## config.mk

```make
export PLATFORM = sky130hd
export DESIGN_NAME = spnc_alu
export DESIGN_NICKNAME = d
export VERILOG_FILES = /design/src/rtl/shortest_paths_negative_cycle_marking_defines.svh /design/src/rtl/spnc_pkg.sv /design/src/rtl/spnc_alu.sv
export SDC_FILE = /design/constraint.sdc
export NUM_CORES = 1
export LEC_CHECK = 0
export BUFFER_PORTS_ARGS = -buffer_cell sky130_fd_sc_hd__buf_4
export CAP_MARGIN = 0
export CORE_ASPECT_RATIO = 1.4
export CORE_UTILIZATION = 56
export DETAILED_ROUTE_END_ITERATION = 16
export PLACE_DENSITY = 0.93
export REMOVE_ABC_BUFFERS = 1
export SETUP_SLACK_MARGIN = 0.02
export SLEW_MARGIN = 20
export SYNTH_ARGS = -nofsm -noshare
export SYNTH_HDL_FRONTEND = slang
export SYNTH_SLANG_ARGS = --single-unit
```

## constraint.sdc

```tcl
create_clock -name vclk -period 6.66
set_clock_uncertainty 0.2 [all_clocks]
set_input_delay 0.666 -clock vclk [all_inputs]
set_output_delay 0.666 -clock vclk [all_outputs]
set_load 0.005 [all_outputs]
```

## src/rtl/shortest_paths_negative_cycle_marking_defines.svh

```systemverilog
// ----------------------------------------------------------------------------
// Assertion macros for the shortest-path block
// Same-cycle and next-cycle implication checks on clk, disabled in reset.
// ----------------------------------------------------------------------------
`ifndef SHORTEST_PATHS_NEGATIVE_CYCLE_MARKING_DEFINES_SVH
`define SHORTEST_PATHS_NEGATIVE_CYCLE_MARKING_DEFINES_SVH

// same-cycle implication
`define SPNC_AST(lbl, ante, cons) \
  lbl: assert property (@(posedge clk) disable iff (!rst_n) (ante) |-> (cons)) \
    else $error("spnc check failed");

// next-cycle implication
`define SPNC_AST_NXT(lbl, ante, cons) \
  lbl: assert property (@(posedge clk) disable iff (!rst_n) (ante) |=> (cons)) \
    else $error("spnc check failed");

`endif

```

## src/rtl/spnc_pkg.sv

```systemverilog
// ----------------------------------------------------------------------------
// spnc_pkg
// Shared types and constants of the shortest-path block.
// ----------------------------------------------------------------------------
package spnc_pkg;

  localparam int MAX_VERTICES = 64;
  localparam int MAX_EDGES    = 1024;
  localparam int COST_BITS    = 48;
  localparam int VID_BITS     = 6;
  localparam int VCNT_BITS    = 7;
  localparam int EIDX_BITS    = 10;
  localparam int ECNT_BITS    = 11;
  localparam int DIST_BITS    = 64;

  localparam logic [1:0] ST_FINITE  = 2'd0;
  localparam logic [1:0] ST_UNREACH = 2'd1;
  localparam logic [1:0] ST_NEGCYC  = 2'd2;

  localparam logic ACT_LOAD = 1'b0;
  localparam logic ACT_RUN  = 1'b1;

  localparam logic CFG_VCOUNT = 1'b0;
  localparam logic CFG_SOURCE = 1'b1;

  typedef struct packed {
    logic [VID_BITS-1:0]  from_v;
    logic [VID_BITS-1:0]  to_v;
    logic [COST_BITS-1:0] cost;
  } edge_t;

  typedef enum logic {
    ALU_ADD,
    ALU_LT
  } alu_op_t;

  typedef enum logic [3:0] {
    S_IDLE,
    S_INIT,
    S_RFETCH,
    S_RDIST,
    S_RADD,
    S_RCMP,
    S_MFETCH,
    S_MARK,
    S_ORD,
    S_OUT,
    S_DONE
  } state_t;

endpackage

```

## src/rtl/spnc_alu.sv

```systemverilog
// ----------------------------------------------------------------------------
// spnc_alu
// Shared 65-bit adder: saturating add of an edge cost, or signed less-than.
// ----------------------------------------------------------------------------
module spnc_alu (
  input  spnc_pkg::alu_op_t                     op,
  input  logic signed [spnc_pkg::DIST_BITS-1:0] x,
  input  logic signed [spnc_pkg::DIST_BITS-1:0] y,
  output logic signed [spnc_pkg::DIST_BITS-1:0] sum,
  output logic                                  lt
);

  logic [spnc_pkg::DIST_BITS:0] xe;
  logic [spnc_pkg::DIST_BITS:0] ye;
  logic [spnc_pkg::DIST_BITS:0] s;
  logic                         cin;

  always_comb begin
    xe  = {x[spnc_pkg::DIST_BITS-1], x};
    cin = (op == spnc_pkg::ALU_LT);
    ye  = cin ? ~{y[spnc_pkg::DIST_BITS-1], y} : {y[spnc_pkg::DIST_BITS-1], y};
    s   = xe + ye + {{spnc_pkg::DIST_BITS{1'b0}}, cin};
    lt  = s[spnc_pkg::DIST_BITS];
    // overflow when the two top bits disagree: clamp to the bound
    if (s[spnc_pkg::DIST_BITS] != s[spnc_pkg::DIST_BITS-1]) begin
      sum = s[spnc_pkg::DIST_BITS] ? {1'b1, {(spnc_pkg::DIST_BITS-1){1'b0}}}
                                   : {1'b0, {(spnc_pkg::DIST_BITS-1){1'b1}}};
    end else begin
      sum = s[spnc_pkg::DIST_BITS-1:0];
    end
  end

endmodule

```

# == Yosys cells after proc, flatten, opt, wreduce, memory -nomap -nowiden ==
# Cells that the tools add are included.
# totals
register_bits,0
latchBits,0
ramBits,0
mem_bits_ro,0
input_bits,129
output_inout_bits,65
wordCells,7
memories,0
# op_classes
add_sub_neg,2
n_mul,0
n_div,0
n_lt_le_gt_ge,0
eq_ne,1
n_shift,0
mux,3
bitwise,1
n_reduce_logical,0
# op_table
op,n
$mux 64,2
$add 65x1->65,1
$add 65x65->65,1
$mux 65,1
$not 65->65,1
$ne 1x1->1,1

# == Logic depth before layout (Yosys ltp) ==
# Gate-level depths: netlist of run 1.
# depth
word_depth,6
mapped_depth,18
mapped_depth_nobuf,13

# == Worst setup path after synthesis of run 1 ==
# No wires, ideal clock.
# synth_path
path_type,input to output
from,in op
to,out sum[62] in the netlist's numbering
t_arrival_ns,4.167
t_required_ns,5.794
path_slack_ns,1.627
path_stages,15
n_path_buf,3
path_cell_list,buf_2 > buf_1 > xor2_1 > ha_1 > buf_2 > a211oi_1 > o211ai_1 > a21o_1 > o211a_1 > a21boi_0 > o31ai_1 > a2111oi_0 > o31ai_1 > xnor2_1 > a21oi_1
# synth_via
elab_chain_cells,5
elab_cells_between_ends,6
classes_between,2 x add/sub; 1 x eq/ne; 3 x mux
# synth_rtl
item,line_no,source
start: declaration,spnc_alu.sv:6,"input spnc_pkg::alu_op_t op,"
$mux 65,spnc_alu.sv:21,"ye = cin ? ~{y[spnc_pkg::DIST_BITS-1], y} : {y[spnc_pkg::DIST_BITS-1], y};"
$add 65x65->65,spnc_alu.sv:22,"s = xe + ye + {{spnc_pkg::DIST_BITS{1'b0}}, cin};"
$add 65x1->65 (*),spnc_alu.sv:22,
$mux 64 / $ne 1x1->1 (equally long branches),"spnc_alu.sv:26, spnc_alu.sv:25",
$mux 64 (*),spnc_alu.sv:25,if (s[spnc_pkg::DIST_BITS] != s[spnc_pkg::DIST_BITS-1]) begin
end: declaration,spnc_alu.sv:9,"output logic signed [spnc_pkg::DIST_BITS-1:0] sum,"
# Mark *: on every way between the ends. The rest lies on a longest branch, timed or not.

# == Worst setup path after layout of run 1 ==
# layout_path
from,in op
to,out sum[36] in the netlist's numbering
# The elaborated chain is that of the path after synthesis.

==> impl_results.md, run 1 <==
- Slew Viols, Final: 0
- Vias: 6,226
- CP arrival: 4.93 ns
- Io pins: 194
- Sequential cell area fraction in the yosys report: 0
- Hold Vio Cnt, Final: 0
- Design Power: 1169 µW
- P_leak: 0.003017 µW
- Avg Cell Area, Syn: 6.685 µm²
- Core Rows: 39
- Rel. slew slack: 0.3912
- First-pass GRT wire length: 27,610 µm
- Post_cts resized: 0
- Min Hold Slack: 1.554 ns
- Top routing layer in use: met4
- ANT cells: 0
- DR WL met3: 1163 µm
- Post-Route WL: 17,070 µm
- Initial antenna violation count: 0
- Max cap viols: 0
- Netlist cell types: 59
- Final setup TNS: 0 ns
- Die Height: 112.4 µm
- Largest net degree at the start of global routing: 37
- Post-route ant nets: 0
- Worst Tran Pin Value: 0.8901 ns
- Hold Path Sink: sum[0]
- Critical path capture point type: output pin
- Drt wl/cell: 17.21 µm
- 1st-pass router iterations: 5
- Warnings, synthesis: 0
- Met2 wire len: 9030 µm
- Post-CTS Hold Buffers: 0
- Layout cells sized above 1: 0.2449
- Wl on met1: 6234 µm
- Postcts setup bufs: 0
- Num sequential: 0
- Final setup margin: 0.8625 ns
- Initial drt markers: 381
- Layout area overhead: 30.81%
- DR vias/cell: 6.276
- RSZ-0062 raised after global routing: no
- RePlAce Congestion: 1.046
- Core area: 8295 µm²
- CP max FO: 36
- DP HPWL: 14,280 µm
- Post-route insts no fill: 992
- DRC Markers: 0
- Min-Delay Path Class: input port to output pin
- CP Launch Type: input port
- Setup violations, final: 0
- Syn Inst Count: 729
- Fin nets: 1,085
- Vias in the first global route: 6,224
- Hold depth: 4
- DP Worst Slack: 0.9104 ns
- Max VDD drop: 129.2 µV
- Die Footprint: 9085 µm²
- Clock buffer count: 0
- Hold_sp: y[0]
- Register area: 0 µm²
- Post-Synthesis Cell Area: 4873 µm²
- WP data required: 5.79 ns
- Status: finished, final reports clean
- Grt ovf: 0
- Tot GR Track Use: 0.3709
- PortBufs: 194
- Minimum clock period: 5.797 ns
- Pwr Density: 183.3 nW/µm²
- Die X: 80.84 µm
- CP Class: input port to output pin
- Highest clock rate: 0.1725 GHz
- Effective utilization at floorplan: 0.5875
- Dpl cells: 992
- Period utilization: 0.8705
[cell usage after synthesis, drive strengths merged (2+ instances only)]
| library cell | instances | share of area |
|---|---|---|
| nand2 | 58 | 0.045 |
| o21bai | 13 | 0.020 |
| buf | 20 | 0.019 |
| a31oi | 4 | 0.0082 |
| o21ai | 56 | 0.058 |
| ha | 63 | 0.16 |
| xor2 | 82 | 0.15 |
| maj3 | 6 | 0.013 |
| and3 | 7 | 0.0090 |
| a21boi | 4 | 0.0085 |
| a211oi | 10 | 0.016 |
| a21o | 32 | 0.049 |
| o211ai | 9 | 0.014 |
| o41ai | 2 | 0.0036 |
| xnor2 | 42 | 0.075 |
| clkbuf | 21 | 0.016 |
| nand4 | 16 | 0.021 |
| mux2i | 2 | 0.0067 |
| o21a | 4 | 0.0062 |
| nor2 | 47 | 0.036 |
| or2 | 2 | 0.0026 |
| o311ai | 2 | 0.0036 |
| o211a | 2 | 0.0041 |
| nand2b | 3 | 0.0039 |
| a2111oi | 3 | 0.0054 |
| nor2b | 8 | 0.010 |
| inv | 25 | 0.019 |
| o31ai | 9 | 0.015 |
| or3 | 3 | 0.0039 |
| nor3 | 13 | 0.013 |
| a21oi | 127 | 0.13 |
| and2 | 3 | 0.0039 |
| or4b | 2 | 0.0041 |
| a221oi | 3 | 0.0054 |
| nor4 | 2 | 0.0039 |
| nand3 | 11 | 0.011 |
[power by group]
part           switching (µW)  internal, µW  leakage (µW)
combinational             614           555       0.00302
sequential                  0             0             0
clock                       0             0             0
[through the flow]
step,util,instance area [µm²]
after floorplan,-,4701
after global placement,0.7685,6375
after detailed placement,0.7685,6375
after CTS,0.7685,6375
after global routing,0.7685,6375
final,0.7685,6375
[placed cells by master, fill, tap and decap left out, types with 4 or more instances in the layout]
master,synthesis,layout
o21a_1,4,4
nand3_1,11,11
nand4_1,16,16
a21oi_1,127,127
o21bai_1,13,13
xor2_1,82,82
nor2b_1,8,8
o21ai_0,54,54
a211oi_1,9,9
o31ai_1,8,8
inv_1,25,25
a21o_1,32,32
o211ai_1,9,9
buf_4,0,201
maj3_1,5,5
nor2_1,47,46
ha_1,63,63
nand2_1,58,57
nor3_1,13,13
and3_1,7,7
xnor2_1,42,42
[worst max-delay path by stage]
stage	from	end	slack, ns	cells after the start
finish	op	sum[36]	0.86	16
detailed placement	op	sum[36]	0.91	16
floorplan	op	sum[12]	0.84	12
global placement	op	sum[36]	1.02	16
global route	op	sum[36]	0.49	16
CTS	op	sum[36]	0.91	16
[routing by layer]
layer	vias to the layer above	global-route usage
li1	2986	-
met1	2851	0.3983
met2	323	0.7109
met3	66	0.03496
met4	0	0.1488
met5	-	0
[area by class of cell]
type / count / area (µm²)
tap: 102 / 127.6
multi-input combinational: 663 / 4624
inverter: 25 / 93.84
fill: 634 / 1921
timing repair buffer: 202 / 1529
[logic make-up after synthesis]
group / synth area share
multiplexers: 0.006675
adder cells (fa/ha/maj): 0.1784
AO/OA/AOI/OAI: 0.3635
XOR/XNOR: 0.2228
AND/OR/NAND/NOR: 0.1738
buffers and inverters: 0.05468
[worst max-delay path: stages]
cell and delay (ns):
buf_4 0.42, buf_4 0.37, xor2_1 0.20, ha_1 0.35
nand2_1 0.21, nor2_1 0.10, a221oi_1 0.40, o21ai_0 0.17
a31oi_1 0.19, o21ai_1 0.14, a21boi_0 0.37, o32ai_2 0.23
nor2_4 0.49, buf_12 0.27, o21ai_0 0.15, buf_4 0.16
Note: power is estimated with default switching activity, not from simulation.
==> run 2, diff against run 1 <==
Settings changed: BUFFER_PORTS_ARGS -buffer_cell sky130_fd_sc_hd__buf_4 to -buffer_cell sky130_fd_sc_hd__buf_2, CELL_PAD_IN_SITES_DETAIL_PLACEMENT set to 0, CELL_PAD_IN_SITES_GLOBAL_PLACEMENT set to 1, CORE_ASPECT_RATIO 1.4 to not set, CORE_UTILIZATION 56 to 38, PLACE_DENSITY 0.93 to 0.92.
==> run 2 against run 1 <==
  * Die area is 46% higher
  * Final cell count is 7.4% higher
  * Global-route usage is 15 points lower
  * First-iteration DRC count is 36% lower
  * Via count shrank 6.7%
  * Count of clock-buffer cells in the layout is the same
  * Critical path depth up 1
  * Highest routed layer is now met5
  * Core utilization is 29 points lower
  * Combinational power fell by 12%
  * Cell area fell by 6.0%
==> impl_results.md, run 2 (synthesis gave the netlist of run 1 again) <==
- Largest net degree at the start of global routing: 57 (+54%)
- DP HPWL: 12,940 µm (-9.4%)
- Design Power: 1034 µW (-12%)
- 1st-pass router iterations: 7 (+2)
- Post_cts resized: 0 (unchanged)
- Max incr delay on CP: 0.56 ns (+0.07 ns)
- Max VDD drop: 66.99 µV (-48%)
- Final setup margin: 0.8637 ns (+0.001142 ns)
- Core area: 12,570 µm² (+52%)
- Most frequent CP cell: buf_4
- PortBufs: 194 (unchanged)
- Effective utilization at floorplan: 0.3878 (-0.1997)
- Num sequential: 0 (unchanged)
- RSZ-0062 raised after global routing: no
- Rel. slew slack: 0.4274 (+0.03619)
- Crit-path slowest cell: nor2_4
- Highest clock rate: 0.1725 GHz (about the same)
- Die Footprint: 13,280 µm² (+46%)
- Layout fillers: 1,386 (+120%)
- Postcts setup bufs: 0 (unchanged)
- CP Launch Type: input port
- DRC Markers: 0 (unchanged)
- Fin nets: 1,086 (+0.092%)
- Post-Route WL: 15,380 µm (-9.9%)
- Clock buffer count: 0 (unchanged)
- Status: finished, final reports clean
- Multi-input gate area: 4624 µm² (unchanged)
- Crit path cell chain: buf_4, buf_4, xor2_1, ha_1, a21o_1, a21o_1, a221oi_1, o21ai_0, a31oi_1, o21ai_1, a21boi_0, o32ai_2, buf_4, nor2_4, buf_4, o21ai_0, buf_2
- WP data required: 5.79 ns (about the same)
- Most frequent cells in the layout: buf_2, a21oi_1, xor2_1
- CP max FO: 25 (-31%)
- Die Height: 115.2 µm (+2.5%)
- Critical path capture point type: output pin
- Vias in the first global route: 5,296 (-15%)
- Io pins: 194 (unchanged)
- Initial antenna violation count: 4 (+4)
- Layout area overhead: 22.95%
- Initial drt markers: 244 (-36%)
- Final setup TNS: 0 ns (unchanged)
- Post-route ant nets: 0 (unchanged)
- Minimum clock period: 5.796 ns (-0.001142 ns)
- Setup violations, final: 0 (unchanged)
- Post-CTS Hold Buffers: 0 (unchanged)
- CP arrival: 4.93 ns (about the same)
- DP Worst Slack: 0.8452 ns (-0.06515 ns)
- Vias: 5,810 (-6.7%)
- Crit path buffers/inverters: 5 (+1)
- First-pass GRT wire length: 24,430 µm (-12%)
- DR vias/cell: 5.455 (-13%)
- Period utilization: 0.8703 (about the same)
- Max cap viols: 0 (unchanged)
- Drt wl/cell: 14.44 µm (-16%)
- Die X: 115.2 µm (+43%)
- Layout cells sized above 1: 0.2458 (+0.0008474)
- Crit path max-delay family: compound AO/OA/AOI/OAI gates
- Min-Delay Path Class: input port to output pin
- P_leak: 0.002844 µW (-5.7%)
- Slew Viols, Final: 0 (unchanged)
- Grt ovf: 0 (unchanged)
- CP Class: input port to output pin
- Register area: 0 µm² (unchanged)
- Pwr Density: 172.6 nW/µm² (-5.9%)
- Hold Vio Cnt, Final: 0 (unchanged)
- Most common cell after layout, fill and taps aside: buf_2
- Tot GR Track Use: 0.2217 (-0.1492)
- Worst Tran Pin Value: 0.8372 ns (-0.05292 ns)
- RePlAce Congestion: 0.9537 (-8.8%)
- Core Rows: 41 (+5.1%)
[run 2: cell count changes in the layout (fill, tap and decap cells not counted)]
| cell | change |
|---|---|
| buf_2 | +193 |
| diode_2 | +2 |
| buf_4 | -192 |
[run 2: path summary, 6_finish.rpt]
check  startpoint      end  cells past startpoint
min          x[0]   sum[0]                      4
max            op  sum[52]                     17
[run 2: report_power, final]
group	internal, µW	switching (µW)	total, µW	leakage [µW]
clock network	0.0000402	0	0.0000402	0.0000000127
registers	0	0	0	0
logic	451	583	1030	0.00284
total	451	583	1030	0.00284
[run 2: layout make-up]
type               count  area share
repair buffers       203      0.1758
multi-input cells    663      0.7718
diodes                 2   0.0008352
well taps            172     0.03592
inverters             25     0.01566
[run 2: per-layer routing]
metal	vias to the layer above	routed length [µm]	GRT usage
li1	2985	-	-
met1	2597	7033	0.3009
met2	205	7088	0.3815
met3	19	1074	0.02530
met4	4	161	0.03463
met5	-	24	0
[run 2: through the flow]
step	instance area, µm²	util	instances	hold WS (ns)
after floorplan	4701	-	688	1.290
after global placement	5987	0.4764	1063	1.543
after CTS	5987	0.4764	1063	1.549
after global routing	5989	0.4766	1064	1.584
after detailed placement	5987	0.4764	1063	1.545
final	5992	0.4768	1065	1.547
[run 2: tightest hold or removal path: stages]
cell and delay (ns):
buf_2 0.12, xnor2_1 0.12, a21oi_1 0.06, buf_2 0.12
==> run 3, diff against run 2 <==
Clock period 6.66 ns to 6.95 ns, I/O delays scaled along.
==> run 3 against run 2 <==
  * Non-clock buffer count shrank 1
  * Wire length grew 1.6%
  * Critical path type unchanged
  * Core utilization shrank 0.20 points
  * Critical endpoint is now sum[22]
==> impl_results.md, run 3 (synthesis gave the netlist of run 1 again) <==
- Status: finished, final reports clean
- Core Rows: 41 (unchanged)
- First-pass GRT wire length: 24,740 µm (+1.3%)
- Num sequential: 0 (unchanged)
- Hold Vio Cnt, Final: 0 (unchanged)
- Initial drt markers: 305 (+25%)
- CP arrival: 5.16 ns (+0.23 ns)
- DR vias/cell: 5.494 (+0.71%)
- Max VDD drop: 78.60 µV (+17%)
- P_leak: 0.002835 µW (-0.34%)
- Min Hold Slack: 1.612 ns (+0.06480 ns)
- Most common cell after layout, fill and taps aside: buf_2
- Max incr delay on CP: 0.48 ns (-0.08 ns)
- Vias in the first global route: 5,253 (-0.81%)
- CP max FO: 43 (+72%)
- Period utilization: 0.8718
- Core area: 12,570 µm² (unchanged)
- Max cap viols: 0 (unchanged)
- DP HPWL: 13,030 µm (+0.75%)
- Final setup margin: 0.8910 ns (+0.02728 ns)
- 1st-pass router iterations: 6 (-1)
- Tot GR Track Use: 0.2233 (+0.001646)
- Layout area overhead: 22.44%
- Crit path cell chain: buf_4, buf_4, mux2i_4, fa_1, nand2b_1, a21oi_1, o21ai_0, o211ai_1, a31oi_1, o21ai_1, a21boi_0, o32ai_2, nand2_2, buf_4, a21oi_1, buf_2
- Post-route ant nets: 0 (unchanged)
- Highest clock rate: 0.1650 GHz
- Worst Tran Pin Value: 0.8207 ns (-0.01650 ns)
- CP Class: input port to output pin
- DP Worst Slack: 0.8144 ns (-0.03087 ns)
- Largest net degree at the start of global routing: 44 (-23%)
- Design area: 5967 µm² (-0.42%)
- DRC Markers: 0 (unchanged)
- Postcts setup bufs: 0 (unchanged)
- Launch point of the critical path: op
- Layout cells sized above 1: 0.2449 (-0.0008474)
- CP Launch Type: input port
- PortBufs: 194 (unchanged)
- Wl on met1: 7250 µm (+3.1%)
- Rel. slew slack: 0.4387 (+0.01129)
- Most frequent CP cell: buf_4
- Die X: 115.2 µm (unchanged)
- Grt ovf: 0 (unchanged)
- Post_cts resized: 0 (unchanged)
- Drt wl/cell: 14.71 µm (+1.9%)
- Die Height: 115.2 µm (unchanged)
- Register area: 0 µm² (unchanged)
- Fin nets: 1,085 (-0.092%)
- WP data required: 6.05 ns (+0.26 ns)
- Final Util: 0.4748 (-0.001991)
- Most frequent cells in the layout: buf_2, a21oi_1, xor2_1
- Die Footprint: 13,280 µm² (unchanged)
- Vias: 5,835 (+0.43%)
- Hold_sp: x[0]
- RSZ-0062 raised after global routing: no
- Post-Route WL: 15,620 µm (+1.6%)
- Critical path capture point type: output pin
- Io pins: 194 (unchanged)
- Crit-path slowest cell: buf_4
- Effective utilization at floorplan: 0.3878 (unchanged)
- Placed cell areas: 5967 µm² (-0.33%)
- Slew Viols, Final: 0 (unchanged)
- RePlAce Congestion: 0.9389 (-1.6%)
- ANT cells: 0 (-2)
- Setup violations, final: 0 (unchanged)
- DR WL met3: 948 µm (-12%)
- Initial antenna violation count: 1 (-3)
- Met2 wire len: 7300 µm (+3.0%)
- Min-Delay Path Class: input port to output pin
- Clock buffer count: 0 (unchanged)
- Minimum clock period: 6.059 ns
- Pwr Density: 165.8 nW/µm² (-3.9%)
- Post-CTS Hold Buffers: 0 (unchanged)
- Final setup TNS: 0 ns (unchanged)
- Top routing layer in use: met5
## run 3: worst paths after layout
check / to / slack (ns) / depth (start not counted)
worst min-delay path: sum[0] / 1.61 / 4
worst max-delay path: sum[22] / 0.89 / 16
## run 3: power breakdown
part	total [µW]	internal, µW	switching, µW
Combinational	989	430	559
Clock	0	0	0
Sequential	0	0	0
## run 3: through the flow
stage	power, µW	std cells
final	989.3	1062
after global routing	1101	1062
after CTS	986.0	1062
after detailed placement	979.2	1062
after global placement	983.4	1062
after floorplan	627.9	688
## run 3: layer usage
layer	vias up	track usage
met1	2626	0.3084
met5	-	0
met3	8	0.01950
li1	2978	-
met4	2	0.02165
met2	221	0.3884
## run 3: layout make-up
type | count | area [µm²]
multi-input combinational | 663 | 4624
fill | 1363 | 6601
timing repair buffer | 202 | 1033
tap | 172 | 215.2
inverter | 25 | 93.84
## run 3: critical path, delay by kind of cell
kind	cells	cell delay, ns
compound gates	8	2.11
fa+ha+maj	1	0.42
buf+inv	4	1.28
mux	1	0.14
simple gates	2	0.48
